### src/rtl/ctp_pkg.sv
package ctp_pkg;

    // Transition kinds
    localparam logic [1:0] KIND_ENTRY     = 2'd0;
    localparam logic [1:0] KIND_EXIT      = 2'd1;
    localparam logic [1:0] KIND_EXCEPTION = 2'd2;
    localparam logic [1:0] KIND_UNKNOWN   = 2'd3;

    // Result status codes
    localparam logic [1:0] ST_CALL      = 2'd0;
    localparam logic [1:0] ST_UNDERFLOW = 2'd1;
    localparam logic [1:0] ST_INVALID   = 2'd2;

    // Entry and exit kinds of a call record
    localparam logic       ENTRY_NORMAL    = 1'b0;
    localparam logic       ENTRY_SYNTHETIC = 1'b1;
    localparam logic [1:0] EXIT_NORMAL     = 2'd0;
    localparam logic [1:0] EXIT_SYNTHETIC  = 2'd1;
    localparam logic [1:0] EXIT_EXCEPTION  = 2'd2;

    // Register indexes
    localparam logic REG_TOP_LEVEL  = 1'b0;
    localparam logic REG_SKIP_FIRST = 1'b1;

    localparam int          DEPTH_W   = 31;
    localparam logic [30:0] DEPTH_MAX = 31'h7FFF_FFFF;

    // Result queue holds up to two records
    localparam logic [1:0] QUEUE_DEPTH = 2'd2;

    typedef struct packed {
        logic        start_req;
        logic [1:0]  kind;
        logic [31:0] procedure;
        logic [63:0] timestamp;
        logic [31:0] info;
        logic [31:0] position;
    } in_t;

    typedef struct packed {
        logic [1:0]  status;
        logic        entry_kind;
        logic [1:0]  exit_kind;
        logic [31:0] call_procedure;
        logic [63:0] entry_time;
        logic [63:0] exit_time;
        logic [31:0] caller_ip;
        logic [31:0] result_value;
        logic [31:0] call_handle;
        logic [31:0] child_calls;
        logic        last;
    } out_t;

    typedef struct packed {
        logic top_level;
        logic skip_first;
    } cfg_t;

endpackage

### src/rtl/ctp_engine.sv
module ctp_engine #(
    parameter int PROC_W = 32
) (
    input  logic           aclk,
    input  logic           aresetn,
    input  ctp_pkg::cfg_t  cfg,
    input  ctp_pkg::in_t   item,
    input  logic           take,
    output logic [1:0]     res_cnt,
    output ctp_pkg::out_t  rec0,
    output ctp_pkg::out_t  rec1
);

    logic [ctp_pkg::DEPTH_W-1:0] depth_reg, depth_next;
    logic                        halted_reg, halted_next;
    logic                        skip_reg, skip_next;
    logic [PROC_W-1:0]           open_proc_reg, open_proc_next;
    logic [63:0]                 open_time_reg, open_time_next;
    logic [PROC_W-1:0]           open_caller_reg, open_caller_next;
    logic [31:0]                 open_pos_reg, open_pos_next;
    logic [31:0]                 open_kids_reg, open_kids_next;
    logic                        open_synth_reg, open_synth_next;

    logic [PROC_W-1:0]           proc_m;
    logic [PROC_W-1:0]           caller_m;
    logic [ctp_pkg::DEPTH_W-1:0] d_eff;
    logic                        h_eff;
    logic                        sk_eff;
    logic [PROC_W-1:0]           op_eff;
    logic [63:0]                 ot_eff;
    logic [PROC_W-1:0]           oc_eff;
    logic [31:0]                 opos_eff;
    logic [31:0]                 ok_eff;
    logic                        os_eff;

    assign proc_m   = item.procedure[PROC_W-1:0];
    assign caller_m = item.info[PROC_W-1:0];

    always_comb begin
        // A start clears the tracking state, reloading skip from cfg, before the transition is handled
        d_eff    = item.start_req ? '0 : depth_reg;
        h_eff    = item.start_req ? 1'b0 : halted_reg;
        sk_eff   = item.start_req ? cfg.skip_first : skip_reg;
        op_eff   = item.start_req ? '0 : open_proc_reg;
        ot_eff   = item.start_req ? '0 : open_time_reg;
        oc_eff   = item.start_req ? '0 : open_caller_reg;
        opos_eff = item.start_req ? '0 : open_pos_reg;
        ok_eff   = item.start_req ? '0 : open_kids_reg;
        os_eff   = item.start_req ? 1'b0 : open_synth_reg;

        depth_next       = d_eff;
        halted_next      = h_eff;
        skip_next        = sk_eff;
        open_proc_next   = op_eff;
        open_time_next   = ot_eff;
        open_caller_next = oc_eff;
        open_pos_next    = opos_eff;
        open_kids_next   = ok_eff;
        open_synth_next  = os_eff;

        res_cnt = 2'd0;
        rec0    = '0;
        rec1    = '0;

        if (!h_eff) begin
            if (sk_eff) begin
                skip_next = 1'b0;
            end else begin
                case (item.kind)
                    ctp_pkg::KIND_UNKNOWN: begin
                        rec0.status = ctp_pkg::ST_INVALID;
                        rec0.last   = 1'b1;
                        res_cnt     = 2'd1;
                        halted_next = 1'b1;
                    end
                    ctp_pkg::KIND_ENTRY: begin
                        if (d_eff == '0) begin
                            open_proc_next   = proc_m;
                            open_time_next   = item.timestamp;
                            open_caller_next = caller_m;
                            open_pos_next    = item.position;
                            open_kids_next   = '0;
                            open_synth_next  = 1'b0;
                        end else if (ok_eff != '1) begin
                            open_kids_next = ok_eff + 32'd1;
                        end
                        if (d_eff != ctp_pkg::DEPTH_MAX) begin
                            depth_next = d_eff + 31'd1;
                        end
                    end
                    default: begin
                        if (d_eff == '0) begin
                            if (!cfg.top_level) begin
                                rec0.status = ctp_pkg::ST_UNDERFLOW;
                                rec0.last   = 1'b1;
                                res_cnt     = 2'd1;
                                halted_next = 1'b1;
                            end
                        end else begin
                            depth_next = d_eff - 31'd1;
                            if (d_eff == 31'd1) begin
                                // Call record closed by this exit
                                rec1.status         = ctp_pkg::ST_CALL;
                                rec1.exit_kind      = (item.kind == ctp_pkg::KIND_EXIT) ?
                                                      ctp_pkg::EXIT_NORMAL :
                                                      ctp_pkg::EXIT_EXCEPTION;
                                rec1.exit_time      = item.timestamp;
                                rec1.result_value   = item.info;
                                rec1.last           = 1'b1;
                                if (op_eff != proc_m) begin
                                    // Close the open call, then report a synthetic entry
                                    rec0.status         = ctp_pkg::ST_CALL;
                                    rec0.entry_kind     = os_eff ? ctp_pkg::ENTRY_SYNTHETIC :
                                                                   ctp_pkg::ENTRY_NORMAL;
                                    rec0.exit_kind      = ctp_pkg::EXIT_SYNTHETIC;
                                    rec0.call_procedure = 32'(op_eff);
                                    rec0.entry_time     = ot_eff;
                                    rec0.exit_time      = item.timestamp;
                                    rec0.caller_ip      = 32'(oc_eff);
                                    rec0.result_value   = '0;
                                    rec0.call_handle    = opos_eff;
                                    rec0.child_calls    = ok_eff;
                                    rec0.last           = 1'b0;
                                    rec1.entry_kind     = ctp_pkg::ENTRY_SYNTHETIC;
                                    rec1.call_procedure = 32'(proc_m);
                                    rec1.entry_time     = item.timestamp;
                                    rec1.caller_ip      = '0;
                                    rec1.call_handle    = '0;
                                    rec1.child_calls    = '0;
                                    res_cnt             = 2'd2;
                                end else begin
                                    rec1.entry_kind     = os_eff ? ctp_pkg::ENTRY_SYNTHETIC :
                                                                   ctp_pkg::ENTRY_NORMAL;
                                    rec1.call_procedure = 32'(op_eff);
                                    rec1.entry_time     = ot_eff;
                                    rec1.caller_ip      = 32'(oc_eff);
                                    rec1.call_handle    = opos_eff;
                                    rec1.child_calls    = ok_eff;
                                    rec0                = rec1;
                                    res_cnt             = 2'd1;
                                end
                                open_proc_next   = '0;
                                open_time_next   = '0;
                                open_caller_next = '0;
                                open_pos_next    = '0;
                                open_kids_next   = '0;
                                open_synth_next  = 1'b0;
                            end
                        end
                    end
                endcase
            end
        end
    end

    always_ff @(posedge aclk) begin
        if (!aresetn) begin
            depth_reg       <= '0;
            halted_reg      <= 1'b0;
            skip_reg        <= 1'b0;
            open_proc_reg   <= '0;
            open_time_reg   <= '0;
            open_caller_reg <= '0;
            open_pos_reg    <= '0;
            open_kids_reg   <= '0;
            open_synth_reg  <= 1'b0;
        end else if (take) begin
            depth_reg       <= depth_next;
            halted_reg      <= halted_next;
            skip_reg        <= skip_next;
            open_proc_reg   <= open_proc_next;
            open_time_reg   <= open_time_next;
            open_caller_reg <= open_caller_next;
            open_pos_reg    <= open_pos_next;
            open_kids_reg   <= open_kids_next;
            open_synth_reg  <= open_synth_next;
        end
    end

endmodule

### src/rtl/ctp_result_queue.sv
module ctp_result_queue (
    input  logic           aclk,
    input  logic           aresetn,
    input  logic [1:0]     push_cnt,
    input  ctp_pkg::out_t  rec0,
    input  ctp_pkg::out_t  rec1,
    input  logic           pop_ready,
    output logic           head_valid,
    output ctp_pkg::out_t  head,
    output logic [1:0]     free_slots
);

    logic [1:0]    cnt_reg, cnt_next;
    ctp_pkg::out_t slot0_reg, slot0_next;
    ctp_pkg::out_t slot1_reg, slot1_next;
    logic          pop;
    logic [1:0]    cnt_after;

    assign head_valid = (cnt_reg != 2'd0);
    assign head       = slot0_reg;
    assign pop        = head_valid && pop_ready;
    assign cnt_after  = cnt_reg - {1'b0, pop};
    assign free_slots = ctp_pkg::QUEUE_DEPTH - cnt_after;

    always_comb begin
        // Advance the head on pop, then append new records behind what remains
        if (cnt_after != 2'd0) begin
            slot0_next = pop ? slot1_reg : slot0_reg;
        end else begin
            slot0_next = rec0;
        end
        if (cnt_after == 2'd2) begin
            slot1_next = slot1_reg;
        end else if (cnt_after == 2'd1) begin
            slot1_next = rec0;
        end else begin
            slot1_next = rec1;
        end
        cnt_next = cnt_after + push_cnt;
    end

    always_ff @(posedge aclk) begin
        if (!aresetn) begin
            cnt_reg <= 2'd0;
        end else begin
            cnt_reg <= cnt_next;
        end
    end

    always_ff @(posedge aclk) begin
        slot0_reg <= slot0_next;
        slot1_reg <= slot1_next;
    end

endmodule

### src/rtl/call_trace_pairing_core.sv
// Channel   Ports                          Payload
// -------   ----------------------------   ----------------------------------
// input     s_valid, s_ready, s_item       ctp_pkg::in_t, one trace transition
// result    m_valid, m_ready, m_result     ctp_pkg::out_t, one call or status
// config    psel/penable/pwrite/paddr/...  register 0 top-level mode, 4 skip
//
// One transition per cycle while the queue has room. A record reaches the result port
// through the input register and the queue: the input register loads at acceptance, the queue when the engine takes it.
// A transition leaves the input register only when the queue has room for all its records,
// so a transition that yields two records waits until the queue has been drained.
// Synchronous active-low reset clears depth, open call and queue.
// A stalled result port fills the two-entry queue, then the input stalls.
module call_trace_pairing_core #(
    parameter int ADDR_BITS = 32
) (
    input  logic           aclk,
    input  logic           aresetn,

    input  logic           s_valid,
    output logic           s_ready,
    input  ctp_pkg::in_t   s_item,

    output logic           m_valid,
    input  logic           m_ready,
    output ctp_pkg::out_t  m_result,

    input  logic           psel,
    input  logic           penable,
    input  logic           pwrite,
    input  logic [2:0]     paddr,
    input  logic [31:0]    pwdata,
    output logic [31:0]    prdata,
    output logic           pready
);

    localparam int PROC_W = (ADDR_BITS < 32) ? ADDR_BITS : 32;

    ctp_pkg::cfg_t cfg_reg;
    logic          in_vld_reg;
    ctp_pkg::in_t  in_item_reg;
    logic          take;
    logic [1:0]    res_cnt;
    logic [1:0]    free_slots;
    ctp_pkg::out_t rec0;
    ctp_pkg::out_t rec1;

    assign pready = 1'b1;
    assign prdata = (paddr[2] == ctp_pkg::REG_SKIP_FIRST) ? {31'd0, cfg_reg.skip_first} :
                                                            {31'd0, cfg_reg.top_level};

    always_ff @(posedge aclk) begin
        if (!aresetn) begin
            cfg_reg.top_level  <= 1'b1;
            cfg_reg.skip_first <= 1'b0;
        end else if (psel && penable && pwrite && pready) begin
            if (paddr[2] == ctp_pkg::REG_SKIP_FIRST) begin
                cfg_reg.skip_first <= pwdata[0];
            end else begin
                cfg_reg.top_level <= pwdata[0];
            end
        end
    end

    // Consume the held transaction only when the queue has room for all its records
    assign take    = in_vld_reg && (res_cnt <= free_slots);
    assign s_ready = !in_vld_reg || take;

    always_ff @(posedge aclk) begin
        if (!aresetn) begin
            in_vld_reg <= 1'b0;
        end else if (s_ready) begin
            in_vld_reg <= s_valid;
        end
    end

    always_ff @(posedge aclk) begin
        if (s_valid && s_ready) begin
            in_item_reg <= s_item;
        end
    end

    ctp_engine #(
        .PROC_W (PROC_W)
    ) u_engine (
        .aclk    (aclk),
        .aresetn (aresetn),
        .cfg     (cfg_reg),
        .item    (in_item_reg),
        .take    (take),
        .res_cnt (res_cnt),
        .rec0    (rec0),
        .rec1    (rec1)
    );

    ctp_result_queue u_queue (
        .aclk       (aclk),
        .aresetn    (aresetn),
        .push_cnt   (take ? res_cnt : 2'd0),
        .rec0       (rec0),
        .rec1       (rec1),
        .pop_ready  (m_ready),
        .head_valid (m_valid),
        .head       (m_result),
        .free_slots (free_slots)
    );

endmodule
### config.mk
export PLATFORM = sky130hd
export DESIGN_NAME = call_trace_pairing_core
export DESIGN_NICKNAME = d
export VERILOG_FILES = /design/src/rtl/ctp_pkg.sv /design/src/rtl/ctp_engine.sv /design/src/rtl/ctp_result_queue.sv /design/src/rtl/call_trace_pairing_core.sv
export SDC_FILE = /design/constraint.sdc
export NUM_CORES = 2
export LEC_CHECK = 0
export ABC_CLOCK_PERIOD_IN_PS = 15200
export BUFFER_PORTS_ARGS = -buffer_cell sky130_fd_sc_hd__buf_2
export CORE_UTILIZATION = 55
export CTS_CLUSTER_DIAMETER = 60
export DETAILED_ROUTE_END_ITERATION = 8
export MAX_ROUTING_LAYER = met4
export PLACE_DENSITY = 0.8
export SLEW_MARGIN = 15
export SYNTH_ARGS = -nofsm -noshare
export SYNTH_HDL_FRONTEND = slang
export SYNTH_HIERARCHICAL = 1
export SYNTH_SLANG_ARGS = --single-unit
### constraint.sdc
create_clock -name aclk -period 15.2 [get_ports aclk]
set_input_delay 1.52 -clock aclk [delete_from_list [all_inputs] [get_ports aclk]]
set_output_delay 1.52 -clock aclk [all_outputs]
set_load 0.02 [all_outputs]
# --- Word-level counts from Yosys, hierarchy flattened ---
# Index checks and enable logic that the tools add are counted.
totals:
  reg_bits: 982
  input_bits: 205
  out_inout_bits: 329
  word_cells: 162
classes:
  n_addsub: 6
  order_cmp: 1
  n_eq_ne: 9
  n_mux: 90
  bitwise_logic: 1
  reduce_logical: 14
ops:
  columns: ["cell", "count"]
  rows:
  - ["$mux 294", 9]
  - ["$mux 291", 3]
  - ["$mux 32", 26]
  - ["$mux 292", 2]
  - ["$mux 64", 7]
  - ["$pmux 32 s2", 4]
  - ["$mux 31", 5]
  - ["$pmux 64 s2", 1]
  - ["$mux 96", 1]
  - ["$pmux 31 s2", 1]
  - ["$add 32x1->32 const B", 1]
  - ["$ne 32x32->1", 1]
  - ["$ne 32x32->1 const B", 1]
  - ["$add 31x1->31 const B", 1]
  - ["$eq 31x1->1 const B", 1]
  - ["$logic_not 31->1", 1]
  - ["$ne 31x31->1 const B", 1]
  - ["$sub 31x1->31 const B", 1]
  - ["$mux 1", 18]
  - ["$mux 2", 8]
  - ["$pmux 2 s2", 2]
  - ["$pmux 1 s2", 3]
  - ["$logic_and 1x1->1", 5]
  - ["$eq 2x1->1 const B", 2]
  - ["other kinds (13)", 16]

# --- Longest topological paths before layout ---
depth:
  depth_word: 12
  mapped_depth: 29

# --- Modules after synthesis ---
# Netlist, hierarchy kept.
by_module_without_submodules:
  columns: ["module", "n_inst", "cells_per_inst", "area_per_inst_um2", "seq_area_each_um2"]
  rows:
  - ["ctp_result_queue", 1, 1261, 25116.6, 17697.0]
  - ["ctp_engine", 1, 2089, 16597.2, 4524.3]
  - ["call_trace_pairing_core", 1, 223, 5372.7, 4954.8]

# --- Worst setup path after synthesis ---
# OpenSTA, ideal clock, no wires.
synth_timing:
  path_kind: "input port to flip-flop"
  startpoint: "input m_ready"
  endpoint: "register in_item_reg[0] (netlist bit) (enable)"
  setup_ns: 0.542
  t_arrival_ns: 13.208
  path_slack_ns: 1.450
  cell_stages: 10
  path_cell_list: "and2_1 > ha_1 > xor2_1 > nand2_1 > nor2b_1 > inv_1 > ha_1 > nor2b_4 > o211ai_4 > and2_1"
synth_via:
  elab_chain_len: 7
synth_rtl:
  columns: ["item", "line", "source"]
  rows:
  - ["start, declared", "call_trace_pairing_core.sv:24", "input logic m_ready,"]
  - ["$logic_and 1x1->1", "ctp_result_queue.sv:21", "assign pop = head_valid && pop_ready;"]
  - ["$sub 2x1->2", "ctp_result_queue.sv:22", "assign cnt_after = cnt_reg - {1'b0, pop};"]
  - ["$sub 2x2->2", "ctp_result_queue.sv:23", "assign free_slots = ctp_pkg::QUEUE_DEPTH - cnt_after;"]
  - ["net free_slots[1]", "call_trace_pairing_core.sv:43", "logic [1:0] free_slots;"]
  - ["$le 2x2->1", "call_trace_pairing_core.sv:65", "assign take = in_vld_reg && (res_cnt <= free_slots);"]
  - ["$logic_and 1x1->1", "call_trace_pairing_core.sv:65", null]
  - ["$logic_or 1x1->1", "call_trace_pairing_core.sv:66", "assign s_ready = !in_vld_reg || take;"]
  - ["net s_ready", "call_trace_pairing_core.sv:20", "output logic s_ready,"]
  - ["$logic_and 1x1->1", "call_trace_pairing_core.sv:77", "if (s_valid && s_ready) begin"]
  - ["end signal, assigned", "call_trace_pairing_core.sv:78", "in_item_reg <= s_item;"]
  - ["end, declared", "call_trace_pairing_core.sv:40", "ctp_pkg::in_t in_item_reg;"]
# The timed path passes the listed nets, and every way through them passes these cells.
# A chain may end at the register's enable or synchronous reset.

# --- Worst setup path in the final report ---
layout_timing:
  startpoint: "register in_item_reg[162] (netlist bit)"
  endpoint: "register u_engine.open_time_reg[56]"
layout_via:
  elab_chain_len: 10
layout_rtl:
  columns: ["item", "line", "source"]
  rows:
  - ["$mux 32", "ctp_engine.sv:44", "op_eff = item.start_req ? '0 : open_proc_reg;"]
  - ["$ne 32x32->1", "ctp_engine.sv:110", "if (op_eff != proc_m) begin"]
  - ["$mux 2", "ctp_engine.sv:110", null]
  - ["$mux 2", "ctp_engine.sv:101", "if (d_eff == 31'd1) begin"]
  - ["$mux 2", "ctp_engine.sv:92", "if (d_eff == '0) begin"]
  - ["$pmux 2 s2", "ctp_engine.sv:69", "case (item.kind)"]
  - ["$mux 2", "ctp_engine.sv:66", "if (sk_eff) begin"]
  - ["$mux 2 *", "ctp_engine.sv:65", "if (!h_eff) begin"]
  - ["$le 2x2->1 *", "call_trace_pairing_core.sv:65", null]
  - ["$logic_and 1x1->1 *", "call_trace_pairing_core.sv:65", null]
  - ["net take", "call_trace_pairing_core.sv:41", "logic take;"]
  - ["end signal, assigned", "ctp_engine.sv:172", "open_time_reg <= open_time_next;"]
  - ["end, declared", "ctp_engine.sv:18", "logic [63:0] open_time_reg, open_time_next;"]
# Mark *: on every way through the listed nets, which the timed path passes. The rest lies on a longest branch.

==> impl_metrics.env <==
export IMPL_drive_gt1_share_pct=34.9
export IMPL_maxSlewHeadroom_pct=-0.236
export IMPL_layout_nets=4101
export IMPL_cts_root_buf="clkbuf_16"
export IMPL_grt_use_total_pct=28.0
export IMPL_cts_made_buffers=107
export IMPL_grt_pass1_wl_um=181000
export IMPL_via_per_inst=6.04
export IMPL_post_drt_wl_per_cell_um=23.7
export IMPL_final_cell_mix="edfxtp_1 (751), mux2_2 (657), buf_2 (468)"
export IMPL_worst_ep_required_time_ns=15.82
export IMPL_clockBufferDepth=3
export IMPL_violations="max-slew violations"
export IMPL_crit_family="simple AND/OR/NAND/NOR gates"
export IMPL_cap_violations=0
export IMPL_clock_sinks=982
export IMPL_dpl_cell_area_mm2=0.0493
export IMPL_synth_cells=3573
export IMPL_finalNonFillerCells=5137
export IMPL_period_needed_ns=8.00
export IMPL_syn2layout_area_growth_pct=12.4
export IMPL_synth_area_mm2=0.0471
export IMPL_endpoint_kind="register"
export IMPL_slowest_delay_ns=1.14
export IMPL_portBuffers=468
export IMPL_place_congestion=0.961
export IMPL_p_leak_nw=21.7
export IMPL_pin_count=534
export IMPL_ys_types=97
export IMPL_synth_top_area_share_pct=47.9
export IMPL_synth_seq_cells=982
export IMPL_tritoncts="done"
export IMPL_regToRegSetupSlack_ns=7.20
export IMPL_routed_wl_um=122000
export IMPL_outcome="finished with violations"
export IMPL_crit_fanout=160
export IMPL_synth_avg_cell_area_um2=13.2
export IMPL_synth_top_cell_by_area="edfxtp_1"
export IMPL_arrival_ns=8.62
export IMPL_final_common_cell="edfxtp_1"
export IMPL_die_x_um=295
export IMPL_hold_viol=0
export IMPL_grt_overflow=0
export IMPL_path_common_cell="nand2_1"
export IMPL_fin_tns_setup_ns=0
export IMPL_pwr_density_cell_mw_per_mm2=191
export IMPL_drv_slew=14
export IMPL_startpoint_type="register"
export IMPL_yosys_top_cells_area="edfxtp_1 (48%), mux2_2 (16%), dfxtp_1 (9.8%), and2_1 (4.2%), a22o_1 (3.1%)"
export IMPL_clock_skew_final_ns=0.0331
export IMPL_grt_pass1_vias=30000
export IMPL_crit_type="register to register"
export IMPL_antenna_found_initial=20
export IMPL_clock_latency_ns=0.69
export IMPL_crit_slowest_cell="nor4_4"
export IMPL_core_area_mm2=0.0842
export IMPL_final_cell_area_mm2=0.0529
export IMPL_start_util_pct=55.9
export IMPL_tightest_slew_ns=1.50
export IMPL_grt_max_degree=161
export IMPL_drc=0
export IMPL_dr_pass1_iters=6
export IMPL_synthFlopType="edfxtp_1"
export IMPL_path_clk_slew_ns=0.06
export IMPL_ant_nets=0
export IMPL_postCtsHoldBufs=0
export IMPL_post_route_period_util_pct=52.6
export IMPL_htree_levels=3
export IMPL_seq_area_frac_synth_pct=57.7
export IMPL_synth_edff_count=751
export IMPL_dieArea_mm2=0.0868
export IMPL_cts_setup_buffers=0
export IMPL_rows=106
export IMPL_dp_cells=4910
export IMPL_dr_total_vias=31000
export IMPL_die_h_um=295
export IMPL_max_freq_mhz=125
export IMPL_hp_class="register to register"
export IMPL_setup_viol=0
export IMPL_fillers=6253
export IMPL_vdd_drop_max_mv=0.611
export IMPL_cp_cell_sequence="buf_4 -> buf_4 -> nor2_1 -> o32ai_1 -> nand4_1 -> nor4_4 -> nand2_1 -> a21oi_1 -> inv_1 -> ha_1 -> nand2_1 -> o21ai_2 -> and2_1 -> buf_4 -> nand2_1 -> nor2_1 -> nand2_1 -> o31ai_4 -> buf_12 -> a22o_1"
export IMPL_async_flop_share_pct=0
export IMPL_rsz0062_at_grt="no"
export IMPL_ctsResizeCount=0
export IMPL_dp_hpwl_um=73700
export IMPL_yosys_warnings=6
export IMPL_cp_buffers_inverters=5
export IMPL_p_total_mw=10.1
export IMPL_drt_iter0_drc=2593
-- kinds of logic after synthesis --
kind of cell	share of synthesized area, %
AO/OA/AOI/OAI	8.50
XOR/XNOR	0.595
adder cells (fa/ha/maj)	0.292
buffers and inverters	4.88
flip-flops	57.7
multiplexers	15.9
other	0.0239
AND/OR/NAND/NOR	12.0
-- per-stage QoR --
stage | hold slack [ns] | worst slack [ns] | utilization [%]
3_5_place_dp | 0.436 | 7.67 | 58.5
3_3_place_gp | 0.435 | 7.68 | 58.5
5_1_grt | 0.470 | 7.17 | 62.8
4_1_cts | 0.454 | 7.62 | 62.8
2_1_floorplan | 0.421 | 1.45 | -
6_report | 0.455 | 7.20 | 62.8
-- area by class of cell --
class / count / area [um2] / share of cell area, %
flip-flops and latches: 982 / 27200 / 51.3
clock buffers: 152 / 3020 / 5.70
multi-input cells: 2249 / 17800 / 33.6
well taps: 1134 / 1420 / 2.68
clock inverters: 51 / 571 / 1.08
diodes: 24 / 60.1 / 0.113
inverters: 26 / 100 / 0.189
repair buffers: 519 / 2790 / 5.27
-- routing by layer --
metal	share of wire [%]	global-route usage, %	up-vias
met5	0	-	-
met4	3.7	11.2	0
met3	6.9	5.15	266
met2	47	43.1	1347
met1	43	36.6	15300
li1	-	-	14100
-- report_power, final --
group / leakage [nW] / internal (mW) / switching, mW / total [mW]
logic: 9.69 / 1.02 / 2.45 / 3.47
clock network: 1.75 / 1.53 / 1.09 / 2.62
registers: 10.3 / 3.79 / 0.216 / 4.00
total: 21.7 / 6.34 / 3.75 / 10.1
-- worst register-to-register path, delay by kind of cell (launching register included) --
| kind | cells | cell delay [ns] |
|---|---|---|
| compound gates | 5 | 2.18 |
| fa+ha+maj | 1 | 0.28 |
| buf+inv | 5 | 1.58 |
| flops | 1 | 0.32 |
| simple gates | 9 | 3.56 |
-- cells in the mapped netlist, types with 49 or more instances --
cell type / instances
a21o_1: 50
a21oi_1: 56
a22o_1: 164
and2_1: 314
and3_1: 49
buf_2: 58
buf_4: 105
buf_6: 57
clkbuf_1: 118
dfxtp_1: 231
edfxtp_1: 751
mux2_2: 657
nand2_1: 131
nor2_1: 143
nor3b_1: 77
o21ai_0: 67
-- worst paths after layout --
kind	endpoint	start	cells past startpoint
max reg2reg	u_engine/open_time_reg[56]	in_item_reg[162]	20
min	u_engine/open_synth_reg	u_engine/open_synth_reg	1
min reg2reg	u_engine/open_synth_reg	u_engine/open_synth_reg	1
max	u_engine/open_time_reg[56]	in_item_reg[162]	20
Note: power is estimated with default switching activity, not from simulation.
